**src/hw/rtl/mm3_pkg.sv**
```systemverilog
// Shared constants, types and helpers for the 3x3 fixed-point matrix multiplier.
`default_nettype none

package mm3_pkg;

    localparam int MAT_DIM       = 3;
    localparam int ELEM_COUNT    = MAT_DIM * MAT_DIM;
    localparam int ADDR_W        = $clog2(ELEM_COUNT);
    localparam int IDX_W         = 2;
    localparam int DEF_ELEM_W    = 32;
    localparam int DEF_FRAC_BITS = 16;

    localparam logic [IDX_W-1:0] IDX_LAST = IDX_W'(MAT_DIM - 1);

    typedef enum logic [2:0] {
        ST_IDLE  = 3'b001,
        ST_ISSUE = 3'b010,
        ST_WAIT  = 3'b100
    } t_state;

    // Row-major address: row * 3 + col.
    function automatic logic [ADDR_W-1:0] f_addr(input logic [IDX_W-1:0] row,
                                                 input logic [IDX_W-1:0] col);
        logic [ADDR_W-1:0] v_row;
        logic [ADDR_W-1:0] v_col;
        v_row  = ADDR_W'(row);
        v_col  = ADDR_W'(col);
        f_addr = (v_row << 1) + v_row + v_col;
    endfunction

endpackage

`default_nettype wire

```
**src/hw/rtl/mm3_ram.sv**
```systemverilog
// Generic single-write, single-read RAM with registered read data.
`default_nettype none

module mm3_ram
    import mm3_pkg::*;
#(
    parameter  int WIDTH = DEF_ELEM_W,
    parameter  int DEPTH = ELEM_COUNT,
    localparam int AddrW = $clog2(DEPTH)
) (
    input  wire logic             i_clk,
    input  wire logic             i_we,
    input  wire logic [AddrW-1:0] i_waddr,
    input  wire logic [WIDTH-1:0] i_wdata,
    input  wire logic [AddrW-1:0] i_raddr,
    output logic      [WIDTH-1:0] o_rdata
);

    logic [WIDTH-1:0] r_mem [DEPTH];

    always_ff @(posedge i_clk) begin
        if (i_we) begin
            r_mem[i_waddr] <= i_wdata;
        end
        o_rdata <= r_mem[i_raddr];
    end

endmodule

`default_nettype wire

```
**src/hw/rtl/matrix_multiply_3x3.sv**
```systemverilog
// Top level: 3x3 signed fixed-point matrix multiplier with memory-held operands.
`default_nettype none

// Each input transfer with row and column below 3 loads one element of the
// left or right matrix into its RAM; both matrices read as zero after reset
// (per-entry valid bits, no clear pass). A transfer with the compute flag set
// stores its element, then the block streams the nine product elements in
// row-major order, the ninth with tlast. Each product element takes three
// operand reads from the RAMs through one shared multiplier, then the
// multiply, accumulate and shift/saturate stages drain; the input is held off
// for the whole compute sequence. Sums are exact, shifted right
// arithmetically by FRAC_BITS and clipped to ELEMENT_WIDTH bits with tuser
// set on clipping. Back-pressure on the output stalls the sequencer.
module matrix_multiply_3x3
    import mm3_pkg::*;
#(
    parameter  int ELEMENT_WIDTH = DEF_ELEM_W,
    parameter  int FRAC_BITS     = DEF_FRAC_BITS,
    localparam int DataW         = ((ELEMENT_WIDTH + 2 * IDX_W + 7) / 8) * 8
) (
    input  wire logic             i_clk,
    input  wire logic             i_rst_n,
    input  wire logic             s_axis_tvalid,
    output logic                  s_axis_tready,
    // row_index, col_index, element_value, zero pad
    input  wire logic [DataW-1:0] s_axis_tdata,
    // which_matrix, compute_after
    input  wire logic [1:0]       s_axis_tuser,
    output logic                  m_axis_tvalid,
    input  wire logic             m_axis_tready,
    // out_row, out_col, product_value, zero pad
    output logic      [DataW-1:0] m_axis_tdata,
    // saturated
    output logic                  m_axis_tuser,
    output logic                  m_axis_tlast
);

    localparam int ProdW = 2 * ELEMENT_WIDTH;
    localparam int AccW  = ProdW + 2;
    localparam int ValLo = 2 * IDX_W;
    localparam int ValHi = ValLo + ELEMENT_WIDTH - 1;
    localparam logic [ELEMENT_WIDTH-1:0] MaxVal = {1'b0, {(ELEMENT_WIDTH-1){1'b1}}};
    localparam logic [ELEMENT_WIDTH-1:0] MinVal = {1'b1, {(ELEMENT_WIDTH-1){1'b0}}};

    // input side
    logic                     w_in_xfer;
    logic [IDX_W-1:0]         w_in_row;
    logic [IDX_W-1:0]         w_in_col;
    logic [ELEMENT_WIDTH-1:0] w_in_val;
    logic                     w_in_ok;
    logic [ADDR_W-1:0]        w_waddr;
    logic                     w_we_l;
    logic                     w_we_r;

    // sequencer
    t_state           r_state, n_state;
    logic [IDX_W-1:0] r_i, n_i;
    logic [IDX_W-1:0] r_j, n_j;
    logic [IDX_W-1:0] r_k, n_k;
    logic             w_issue;
    logic             w_load;
    logic [ADDR_W-1:0] w_laddr;
    logic [ADDR_W-1:0] w_raddr;

    logic r_lvalid [ELEM_COUNT];
    logic r_rvalid [ELEM_COUNT];

    // pipeline
    logic                     r_rd_vld, r_rd_first, r_rd_last, r_lok, r_rok;
    logic [ELEMENT_WIDTH-1:0] w_ldata, w_rdata;
    logic signed [ELEMENT_WIDTH-1:0] w_lop, w_rop;
    logic signed [ProdW-1:0]  w_prod;
    logic signed [ProdW-1:0]  r_prod;
    logic                     r_prod_vld, r_prod_first, r_prod_last;
    logic signed [AccW-1:0]   r_acc;
    logic                     r_acc_done;
    logic signed [AccW-1:0]   w_shift;
    logic [AccW-ELEMENT_WIDTH:0] w_upper;
    logic                     w_fits;
    logic [ELEMENT_WIDTH-1:0] w_res;

    // output register
    logic                     r_out_vld;
    logic [IDX_W-1:0]         r_out_row, r_out_col;
    logic [ELEMENT_WIDTH-1:0] r_out_val;
    logic                     r_out_sat, r_out_last;

    assign s_axis_tready = (r_state == ST_IDLE);
    assign w_in_xfer     = s_axis_tvalid && s_axis_tready;
    assign w_in_row      = s_axis_tdata[IDX_W-1:0];
    assign w_in_col      = s_axis_tdata[ValLo-1:IDX_W];
    assign w_in_val      = s_axis_tdata[ValHi:ValLo];
    assign w_in_ok       = (w_in_row != 2'd3) && (w_in_col != 2'd3);
    assign w_waddr       = f_addr(w_in_row, w_in_col);
    assign w_we_l        = w_in_xfer && w_in_ok && !s_axis_tuser[0];
    assign w_we_r        = w_in_xfer && w_in_ok && s_axis_tuser[0];

    assign w_issue = (r_state == ST_ISSUE);
    assign w_laddr = f_addr(r_i, r_k);
    assign w_raddr = f_addr(r_k, r_j);
    assign w_load  = (r_state == ST_WAIT) && r_acc_done && (!r_out_vld || m_axis_tready);

    mm3_ram #(
        .WIDTH (ELEMENT_WIDTH),
        .DEPTH (ELEM_COUNT)
    ) u_left_ram (
        .i_clk   (i_clk),
        .i_we    (w_we_l),
        .i_waddr (w_waddr),
        .i_wdata (w_in_val),
        .i_raddr (w_laddr),
        .o_rdata (w_ldata)
    );

    mm3_ram #(
        .WIDTH (ELEMENT_WIDTH),
        .DEPTH (ELEM_COUNT)
    ) u_right_ram (
        .i_clk   (i_clk),
        .i_we    (w_we_r),
        .i_waddr (w_waddr),
        .i_wdata (w_in_val),
        .i_raddr (w_raddr),
        .o_rdata (w_rdata)
    );

    always_comb begin
        n_state = r_state;
        n_i     = r_i;
        n_j     = r_j;
        n_k     = r_k;
        unique case (r_state)
            ST_IDLE: begin
                if (w_in_xfer && s_axis_tuser[1]) begin
                    n_state = ST_ISSUE;
                    n_i     = '0;
                    n_j     = '0;
                    n_k     = '0;
                end
            end
            ST_ISSUE: begin
                if (r_k == IDX_LAST) begin
                    n_k     = '0;
                    n_state = ST_WAIT;
                end else begin
                    n_k = r_k + 1'b1;
                end
            end
            ST_WAIT: begin
                if (w_load) begin
                    if (r_i == IDX_LAST && r_j == IDX_LAST) begin
                        n_state = ST_IDLE;
                    end else begin
                        n_state = ST_ISSUE;
                        if (r_j == IDX_LAST) begin
                            n_j = '0;
                            n_i = r_i + 1'b1;
                        end else begin
                            n_j = r_j + 1'b1;
                        end
                    end
                end
            end
            default: n_state = ST_IDLE;
        endcase
    end

    always_ff @(posedge i_clk) begin
        if (!i_rst_n) begin
            r_state <= ST_IDLE;
            r_i     <= '0;
            r_j     <= '0;
            r_k     <= '0;
        end else begin
            r_state <= n_state;
            r_i     <= n_i;
            r_j     <= n_j;
            r_k     <= n_k;
        end
    end

    always_ff @(posedge i_clk) begin
        if (!i_rst_n) begin
            for (int e = 0; e < ELEM_COUNT; e++) begin
                r_lvalid[e] <= 1'b0;
                r_rvalid[e] <= 1'b0;
            end
        end else begin
            if (w_we_l) begin
                r_lvalid[w_waddr] <= 1'b1;
            end
            if (w_we_r) begin
                r_rvalid[w_waddr] <= 1'b1;
            end
        end
    end

    // read stage: track request alongside the RAM read latency
    always_ff @(posedge i_clk) begin
        if (!i_rst_n) begin
            r_rd_vld <= 1'b0;
        end else begin
            r_rd_vld <= w_issue;
        end
        r_rd_first <= (r_k == '0);
        r_rd_last  <= (r_k == IDX_LAST);
        r_lok      <= r_lvalid[w_laddr];
        r_rok      <= r_rvalid[w_raddr];
    end

    assign w_lop  = r_lok ? signed'(w_ldata) : '0;
    assign w_rop  = r_rok ? signed'(w_rdata) : '0;
    assign w_prod = w_lop * w_rop;

    always_ff @(posedge i_clk) begin
        if (!i_rst_n) begin
            r_prod_vld <= 1'b0;
        end else begin
            r_prod_vld <= r_rd_vld;
        end
        r_prod       <= w_prod;
        r_prod_first <= r_rd_first;
        r_prod_last  <= r_rd_last;
    end

    always_ff @(posedge i_clk) begin
        if (!i_rst_n) begin
            r_acc_done <= 1'b0;
        end else if (r_prod_vld && r_prod_last) begin
            r_acc_done <= 1'b1;
        end else if (w_load) begin
            r_acc_done <= 1'b0;
        end
        if (r_prod_vld) begin
            r_acc <= (r_prod_first ? AccW'(0) : r_acc) + AccW'(r_prod);
        end
    end

    assign w_shift = r_acc >>> FRAC_BITS;
    assign w_upper = w_shift[AccW-1:ELEMENT_WIDTH-1];
    assign w_fits  = (&w_upper) || !(|w_upper);
    assign w_res   = w_fits ? w_shift[ELEMENT_WIDTH-1:0] :
                     (r_acc[AccW-1] ? MinVal : MaxVal);

    always_ff @(posedge i_clk) begin
        if (!i_rst_n) begin
            r_out_vld <= 1'b0;
        end else if (w_load) begin
            r_out_vld <= 1'b1;
        end else if (m_axis_tready) begin
            r_out_vld <= 1'b0;
        end
        if (w_load) begin
            r_out_row  <= r_i;
            r_out_col  <= r_j;
            r_out_val  <= w_res;
            r_out_sat  <= !w_fits;
            r_out_last <= (r_i == IDX_LAST) && (r_j == IDX_LAST);
        end
    end

    assign m_axis_tvalid = r_out_vld;
    assign m_axis_tdata  = DataW'({r_out_val, r_out_col, r_out_row});
    assign m_axis_tuser  = r_out_sat;
    assign m_axis_tlast  = r_out_last;

    a_last_is_corner: assert property (@(posedge i_clk) disable iff (!i_rst_n)
        m_axis_tvalid && m_axis_tlast |->
            m_axis_tdata[IDX_W-1:0] == IDX_LAST && m_axis_tdata[ValLo-1:IDX_W] == IDX_LAST)
        else $error("tlast on a product element other than the last corner");

    a_sat_value: assert property (@(posedge i_clk) disable iff (!i_rst_n)
        m_axis_tvalid && m_axis_tuser |->
            m_axis_tdata[ValHi:ValLo] == MaxVal || m_axis_tdata[ValHi:ValLo] == MinVal)
        else $error("saturation flag set on a non-limit value");

    a_compute_starts: assert property (@(posedge i_clk) disable iff (!i_rst_n)
        w_in_xfer && s_axis_tuser[1] |=> r_state == ST_ISSUE && r_i == '0 && r_j == '0)
        else $error("compute transfer did not start the product sequence");

    a_prod_follows_read: assert property (@(posedge i_clk) disable iff (!i_rst_n)
        r_prod_vld |-> $past(r_rd_vld))
        else $error("product stage valid without a preceding read");

endmodule

`default_nettype wire
```
**config.mk**
```make
export PLATFORM = sky130hd
export DESIGN_NAME = matrix_multiply_3x3
export DESIGN_NICKNAME = d
export VERILOG_FILES = /design/src/hw/rtl/mm3_pkg.sv /design/src/hw/rtl/mm3_ram.sv /design/src/hw/rtl/matrix_multiply_3x3.sv
export SDC_FILE = /design/constraint.sdc
export NUM_CORES = 2
export LEC_CHECK = 0
export ABC_CLOCK_PERIOD_IN_PS = 17500
export BUFFER_PORTS_ARGS = -buffer_cell sky130_fd_sc_hd__buf_2
export CORE_MARGIN = 8
export CORE_UTILIZATION = 45
export CTS_BUF_LIST = sky130_fd_sc_hd__clkbuf_2
export DETAILED_ROUTE_END_ITERATION = 8
export HOLD_SLACK_MARGIN = 0.02
export SLEW_MARGIN = 20
export SYNTH_ARGS = -nofsm -noshare
export SYNTH_HDL_FRONTEND = slang
export SYNTH_SLANG_ARGS = --single-unit
```
**constraint.sdc**
```tcl
create_clock -name i_clk -period 17.5 [get_ports i_clk]
set_input_delay 3.5 -clock i_clk [delete_from_list [all_inputs] [get_ports i_clk]]
set_output_delay 3.5 -clock i_clk [all_outputs]
set_load 0.005 [all_outputs]
```
After elaboration in Yosys (flattened, before gate mapping)
Memory sizes are Yosys's and may differ from the RTL's. A register that Yosys moved wholly into a read port is not among the register bits.
Cells that the tools add are included.
{ "op_classes": {"n_addsub": 10, "mul": 1, "n_eq_ne": 13, "n_mux": 40, "n_reduce_logical": 29} }
{ "ops": {"columns": ["cell", "count"], "rows": [
  ["$mux 32", 4],
  ["$add 66x64->66", 1],
  ["$mux 66", 1],
  ["$mul 32x32->64", 1],
  ["$reduce_and 19->1", 1],
  ["$reduce_or 19->1", 1],
  ["$mux 2", 9],
  ["$mux 1", 17],
  ["$add 3x2->4", 3],
  ["$add 4x2->4", 3],
  ["$pmux 2 s2", 3],
  ["$logic_and 1x1->1", 10],
  ["$mux 3", 3],
  ["$pmux 3 s3", 1],
  ["$mux 4", 2],
  ["$ne 2x2->1 const B", 4],
  ["$reduce_bool 2->1", 4],
  ["$add 2x1->2 const B", 3],
  ["$eq 2x2->1 const B", 3],
  ["$ne 2x1->1 const B", 3],
  ["$reduce_and 5->1", 1],
  ["$logic_not 1->1", 4],
  ["$reduce_and 4->1", 1],
  ["$eq 3x1->1 const B", 1],
  ["other kinds (7)", 9]
]} }
{ "word_totals": {"regBits": 185, "ramBits": 594, "inputBits": 46, "mem_count": 4} }
{ "mem_list": {"columns": ["name", "words", "width", "read_ports", "rd_ports_with_merged_regs", "write_ports", "line_no", "source"], "rows": [
  ["u_left_ram.r_mem", 9, 32, 1, 1, 1, "mm3_ram.sv:19", "logic [WIDTH-1:0] r_mem [DEPTH];"],
  ["u_right_ram.r_mem", 9, 32, 1, 1, 1, "mm3_ram.sv:19", null],
  ["r_lvalid", 9, 1, 1, 1, 9, "matrix_multiply_3x3.sv:65", "logic r_lvalid [ELEM_COUNT];"],
  ["r_rvalid", 9, 1, 1, 1, 9, "matrix_multiply_3x3.sv:66", "logic r_rvalid [ELEM_COUNT];"]
]} }

Longest topological paths before layout
{ "logic_depth": {"depth_word": 9, "depth_mapped": 31, "depth_no_buf": 28} }

Cells and area by module
Synthesis repeated with hierarchy kept, for this count alone.
{ "hier_totals": {"cells_unflattened": 6294, "area_unflattened_um2": 70470.1} }
{ "modules_own_cells": {"columns": ["mod", "instances", "cells_per_inst", "area_each_um2", "seq_area_each_um2"], "rows": [
  ["matrix_multiply_3x3", 1, 5036, 46679.8, 5425.2],
  ["mm3_ram", 2, 629, 11895.2, 9288.9]
]} }

Least setup slack after synthesis
Ideal clock, no wire load.
{ "synth_path": {"path_type": "register -> register", "startpoint": "reg r_lok (read register of r_lvalid)", "endpoint": "reg r_prod[61]", "setup_time_ns": 0.072, "arrival_ns": 8.498, "t_required_ns": 17.428, "slack_ns": 8.930, "path_stages_with_launch": 27, "path_buffers": 5, "cell_sequence": "dfxtp_1 clkbuf_1 clkbuf_1 clkbuf_1 nand2_1 clkbuf_1 nor2_1 fa_1 fa_1 fa_1 fa_1 fa_1 fa_1 fa_1 fa_1 ha_1 clkbuf_1 a21o_1 a21o_1 a21o_1 a2111oi_0 or4b_2 nand2_1 a21o_1 o311a_1 a311oi_1 xnor2_1"} }
{ "synth_via": {"elab_chain_cells": 2} }
{ "synth_lines": {"columns": ["element", "line_no", "source"], "rows": [
  ["start: declaration", "matrix_multiply_3x3.sv:69", "logic r_rd_vld, r_rd_first, r_rd_last, r_lok, r_rok;"],
  ["$mux 32", "matrix_multiply_3x3.sv:211", "assign w_lop = r_lok ? signed'(w_ldata) : '0;"],
  ["$mul 32x32->64", "matrix_multiply_3x3.sv:213", "assign w_prod = w_lop * w_rop;"],
  ["net w_prod[61]", "matrix_multiply_3x3.sv:72", "logic signed [ProdW-1:0] w_prod;"],
  ["end signal: assignment", "matrix_multiply_3x3.sv:221", "r_prod <= w_prod;"],
  ["end: declaration", "matrix_multiply_3x3.sv:73", "logic signed [ProdW-1:0] r_prod;"]
]} }
The timed path passes the listed nets, and every way through them passes these cells.
A chain may end at the register's enable or synchronous reset.

Final worst setup path
{ "layout_path": {"startpoint": "reg r_lok (read register of r_lvalid)", "endpoint": "reg r_prod[63]"} }
Same word-level chain as after synthesis.

==> impl_metrics.prom <==
# TYPE chip_impl_metric gauge
chip_impl_metric{name="port_buffers",unit=""} 81
chip_impl_info{name="synth_top_family_by_area",value="adder cells"} 1
chip_impl_metric{name="detailed_router_s_first_iteration_violation_count",unit=""} 3423
chip_impl_metric{name="cts_resized",unit=""} 0
chip_impl_info{name="grt_setup_unrepaired",value="no"} 1
chip_impl_metric{name="grt_max_degree",unit=""} 67
chip_impl_info{name="cts-root-buf",value="clkbuf_2"} 1
chip_impl_metric{name="min_period_over_period",unit="%"} 58.1
chip_impl_info{name="critPathKind",value="register to register"} 1
chip_impl_metric{name="dp.final_hpwl",unit="µm"} 134000
chip_impl_metric{name="headroom_to_the_max_slew_limit",unit="%"} 16.7
chip_impl_metric{name="r2r_cells",unit=""} 27
chip_impl_info{name="synth.top_cells.by_count",value="fa_1 (1089), inv_1 (973), nor2_1 (682)"} 1
chip_impl_metric{name="fin_tns_setup",unit="ns"} 0
chip_impl_metric{name="fin_nets",unit=""} 7483
chip_impl_metric{name="wl_per_cell",unit="µm"} 22.2
chip_impl_metric{name="cts.hold.buffers_added",unit=""} 0
chip_impl_metric{name="total_power",unit="mW"} 3.85
chip_impl_metric{name="postCtsSetupBuffers",unit=""} 0
chip_impl_metric{name="cp_max_fo",unit=""} 64
chip_impl_metric{name="clock.fmax",unit="MHz"} 98.4
chip_impl_metric{name="setup_ws",unit="ns"} 7.33
chip_impl_metric{name="multiInputGateArea",unit="mm²"} 0.0407
chip_impl_metric{name="synth.avg_cell_area",unit="µm²"} 11.5
chip_impl_metric{name="synthesis.instances",unit=""} 6008
chip_impl_metric{name="clock_sink_count",unit=""} 859
chip_impl_info{name="tritoncts_clock_tree",value="done"} 1
chip_impl_metric{name="total_leakage_power",unit="nW"} 32.4
chip_impl_metric{name="gp_congestion",unit=""} 0.937
chip_impl_info{name="holdCritStartpoint",value="r_rd_last$_DFF_P_"} 1
chip_impl_metric{name="tritoncts.num_buffers",unit=""} 215
chip_impl_info{name="r2r-start",value="r_lok$_DFF_P_"} 1
chip_impl_info{name="synth.most_common_cell",value="fa_1"} 1
chip_impl_metric{name="drcViolationCount",unit=""} 0
chip_impl_metric{name="dr_total_vias",unit=""} 44494
chip_impl_metric{name="vias_in_the_first_global_route",unit=""} 47931
chip_impl_metric{name="crit_required",unit="ns"} 19.00
chip_impl_metric{name="netlist_area",unit="mm²"} 0.0693
chip_impl_metric{name="place_ws",unit="ns"} 7.31
chip_impl_metric{name="post_synthesis_compound_gate_area_fraction",unit="%"} 5.19
chip_impl_metric{name="clock_insertion_delay_worst_skew",unit="ns"} 1.70
chip_impl_metric{name="synth_xor_area_share",unit="%"} 1.67
chip_impl_metric{name="cts_max_level",unit=""} 4
chip_impl_info{name="regToRegEndpoint",value="r_prod[63]$_DFF_P_"} 1
chip_impl_metric{name="post_drt_via_cell_ratio",unit=""} 5.35
chip_impl_metric{name="grt_first_pass_wirelength",unit="µm"} 284000
chip_impl_info{name="worstSetupEndpointType",value="register"} 1
chip_impl_metric{name="effective_utilization_at_floorplan",unit="%"} 45.2
chip_impl_metric{name="ys_seq_elements",unit=""} 859
chip_impl_metric{name="die_area",unit="mm²"} 0.167
chip_impl_metric{name="flow.area_growth_from_synthesis",unit="%"} 6.83
chip_impl_metric{name="synthAdderAreaFrac",unit="%"} 36.1
chip_impl_metric{name="cts.clk_slew.worst_paths",unit="ns"} 0.11
chip_impl_metric{name="final-max-slew-violation-count",unit=""} 0
chip_impl_metric{name="worst_slew_pin_slew",unit="ns"} 1.25
chip_impl_metric{name="hold-path-cell-count",unit=""} 0
chip_impl_metric{name="ios",unit=""} 90
chip_impl_info{name="synth_ff_type",value="edfxtp_1"} 1
chip_impl_metric{name="power.density",unit="mW/mm²"} 51.9
chip_impl_metric{name="rows",unit=""} 144
chip_impl_info{name="worst_hold_path.endpoint",value="r_prod_last$_DFF_P_"} 1
chip_impl_metric{name="layout_cell_share_with_drive_strength_beyond_1",unit="%"} 11.5
chip_impl_metric{name="setup_viol_count_final",unit=""} 0
chip_impl_metric{name="detailedRoute.firstPassIterationCount",unit=""} 6
chip_impl_metric{name="final.min_clock_period",unit="ns"} 10.17
chip_impl_metric{name="clockBufferDepth",unit=""} 3
chip_impl_metric{name="route.antenna.remaining_nets",unit=""} 0
chip_impl_info{name="area_leader_netlist",value="fa_1"} 1
chip_impl_metric{name="route.final.wire_length",unit="µm"} 185000
chip_impl_metric{name="synth_mux_area_share",unit="%"} 5.42
chip_impl_metric{name="synth_edf_count",unit=""} 680
chip_impl_metric{name="cp.arrival",unit="ns"} 11.67
chip_impl_metric{name="yosys_warnings",unit=""} 0
chip_impl_metric{name="sequential_cell_area",unit="mm²"} 0.0240
chip_impl_metric{name="antenna_found_initial",unit=""} 13
chip_impl_metric{name="die_w",unit="µm"} 409
chip_impl_metric{name="grt-ovfl-total",unit=""} 0
chip_impl_info{name="synth_area_leaders",value="fa_1 (31%), edfxtp_1 (29%), inv_1 (5.3%)"} 1
chip_impl_info{name="status",value="finished clean"} 1
chip_impl_metric{name="worst_hold_slack",unit="ns"} 0.342
chip_impl_metric{name="max_ir_drop_vdd",unit="mV"} 0.0610
chip_impl_info{name="type_of_the_tightest_min_delay_check",value="register to register"} 1
chip_impl_metric{name="seq_total_area_yosys",unit="%"} 34.6
chip_impl_metric{name="synth_top_area_share",unit="%"} 31.4
chip_impl_metric{name="synth_cell_types",unit=""} 82
chip_impl_metric{name="grtUsageTotal",unit="%"} 22.2
chip_impl_metric{name="core_area",unit="mm²"} 0.154
chip_impl_metric{name="synthSimpleGateAreaFrac",unit="%"} 10.0
chip_impl_info{name="timing.critical_path.from_type",value="register"} 1
chip_impl_metric{name="cap_viol_max_count",unit=""} 0
chip_impl_metric{name="regToRegSetupSlack",unit="ns"} 7.33
chip_impl_metric{name="worst_clock_skew",unit="ns"} 0.204
chip_impl_metric{name="timing_hold_violations_final",unit=""} 0
chip_impl_metric{name="asyncSetResetFlopFracSynth",unit="%"} 0
chip_impl_metric{name="fp.dieH",unit="µm"} 409
chip_impl_metric{name="fillCellCount",unit=""} 13935
[cell families (layout without fill, tap and decap cells)]
family	count (synthesis)	in the layout
other	1	13
flip-flops	859	859
AND/OR/NAND/NOR	1640	1640
AO/OA/AOI/OAI	544	544
XOR/XNOR	132	132
multiplexers	203	203
adder cells (fa/ha/maj)	1346	1346
buffers and inverters	1283	1536
[power breakdown]
| part | switching [mW] | internal [mW] | total (mW) |
|---|---|---|---|
| combinational | 0.143 | 0.0821 | 0.226 |
| clock | 0.839 | 0.530 | 1.37 |
| sequential | 0.0195 | 2.23 | 2.25 |
| total | 1.00 | 2.84 | 3.85 |
[cell type report]
class | count | share of cell area (%)
multi-input combinational | 3869 | 55.0
sequential | 859 | 32.4
inverter | 974 | 4.94
tap | 2044 | 3.45
clock buffer | 328 | 2.22
timing repair buffer | 172 | 1.50
clock inverter | 62 | 0.475
antenna | 9 | 0.0304
[layer usage]
metal / global-route usage (%) / part of all wire [%] / up-vias
met5: 0 / 0.028 / -
met4: 8.53 / 3.7 / 8
met3: 6.16 / 9.7 / 372
met2: 34.6 / 45 / 1879
met1: 29.7 / 42 / 22669
li1: - / - / 19566
[flip-flops by register name, indices dropped and copies added (netlist names), 3 cells and up]
name / count
r_acc: 66
r_lvalid: 16
r_out_val: 32
r_prod: 64
r_rvalid: 16
r_state: 3
u_left_ram.o_rdata: 32
u_left_ram.r_mem: 288
u_right_ram.o_rdata: 32
u_right_ram.r_mem: 288
[stage by stage]
step	std cells	instance area, µm²	util, %
6_report	8317	74100	48.3
5_1_grt	8314	74100	48.2
4_1_cts	8308	74000	48.2
3_5_place_dp	7918	72000	46.9
3_3_place_gp	7917	72000	46.9
2_1_floorplan	6011	69300	-
[critical path, stage by stage (launching register included)]
cell and delay [ns]:
dfxtp_2 0.32, buf_4 0.46, and2_1 0.91, nand2_1 0.29
inv_1 0.16, fa_1 0.39, inv_1 0.25, fa_1 0.46
inv_1 0.21, fa_1 0.50, fa_1 0.98, inv_1 0.52
fa_1 0.62, inv_1 0.06, fa_1 0.52, inv_1 0.05
fa_1 0.48, inv_1 0.05, fa_1 0.47, ha_1 0.37
nand2_1 0.11, o21ai_0 0.24, or4b_2 0.62, nand2_1 0.09
a21o_1 0.20, o311ai_0 0.24, and3_1 0.23, a211oi_1 0.21
[layout by cell type (no fill, tap or decap), types with 6 or more instances in the layout]
cell | Yosys | final
inv_6 | 0 | 6
xnor2_1 | 89 | 89
mux4_2 | 138 | 138
and3_1 | 22 | 21
buf_2 | 0 | 81
ha_1 | 257 | 253
a21o_1 | 111 | 111
nor4_1 | 11 | 11
a211oi_1 | 9 | 9
buf_4 | 4 | 90
nand4_1 | 26 | 26
a31oi_1 | 12 | 12
or2_2 | 6 | 6
dfxtp_1 | 179 | 175
diode_2 | 0 | 9
o21a_1 | 37 | 37
clkinv_1 | 1 | 43
nor2_4 | 0 | 15
a311oi_1 | 6 | 6
o21bai_1 | 27 | 27
xor2_1 | 43 | 43
nand2_1 | 629 | 624
nand3_1 | 37 | 37
nor2_1 | 682 | 667
a21oi_1 | 195 | 195
o21ai_0 | 67 | 67
inv_1 | 973 | 973
nand2b_1 | 25 | 25
edfxtp_1 | 680 | 680
nor3_1 | 19 | 15
clkinv_2 | 0 | 6
a211o_1 | 8 | 8
fa_1 | 1089 | 1087
and2_1 | 63 | 63
nor2b_1 | 91 | 91
clkbuf_2 | 0 | 328
mux2i_1 | 65 | 65
[worst max path at each step]
stage | end | cells after the start | start | slack (ns)
floorplan | r_prod[61]$_DFF_P_ | 26 | r_lok$_DFF_P_ | 8.93
global placement | r_prod[59]$_DFF_P_ | 27 | r_lok$_DFF_P_ | 7.36
detailed placement | r_prod[63]$_DFF_P_ | 27 | r_lok$_DFF_P_ | 7.31
CTS | r_prod[63]$_DFF_P_ | 27 | r_lok$_DFF_P_ | 7.34
global route | r_prod[63]$_DFF_P_ | 27 | r_lok$_DFF_P_ | 6.72
finish | r_prod[63]$_DFF_P_ | 27 | r_lok$_DFF_P_ | 7.33
No activity file was read; power rests on OpenSTA's default activity.
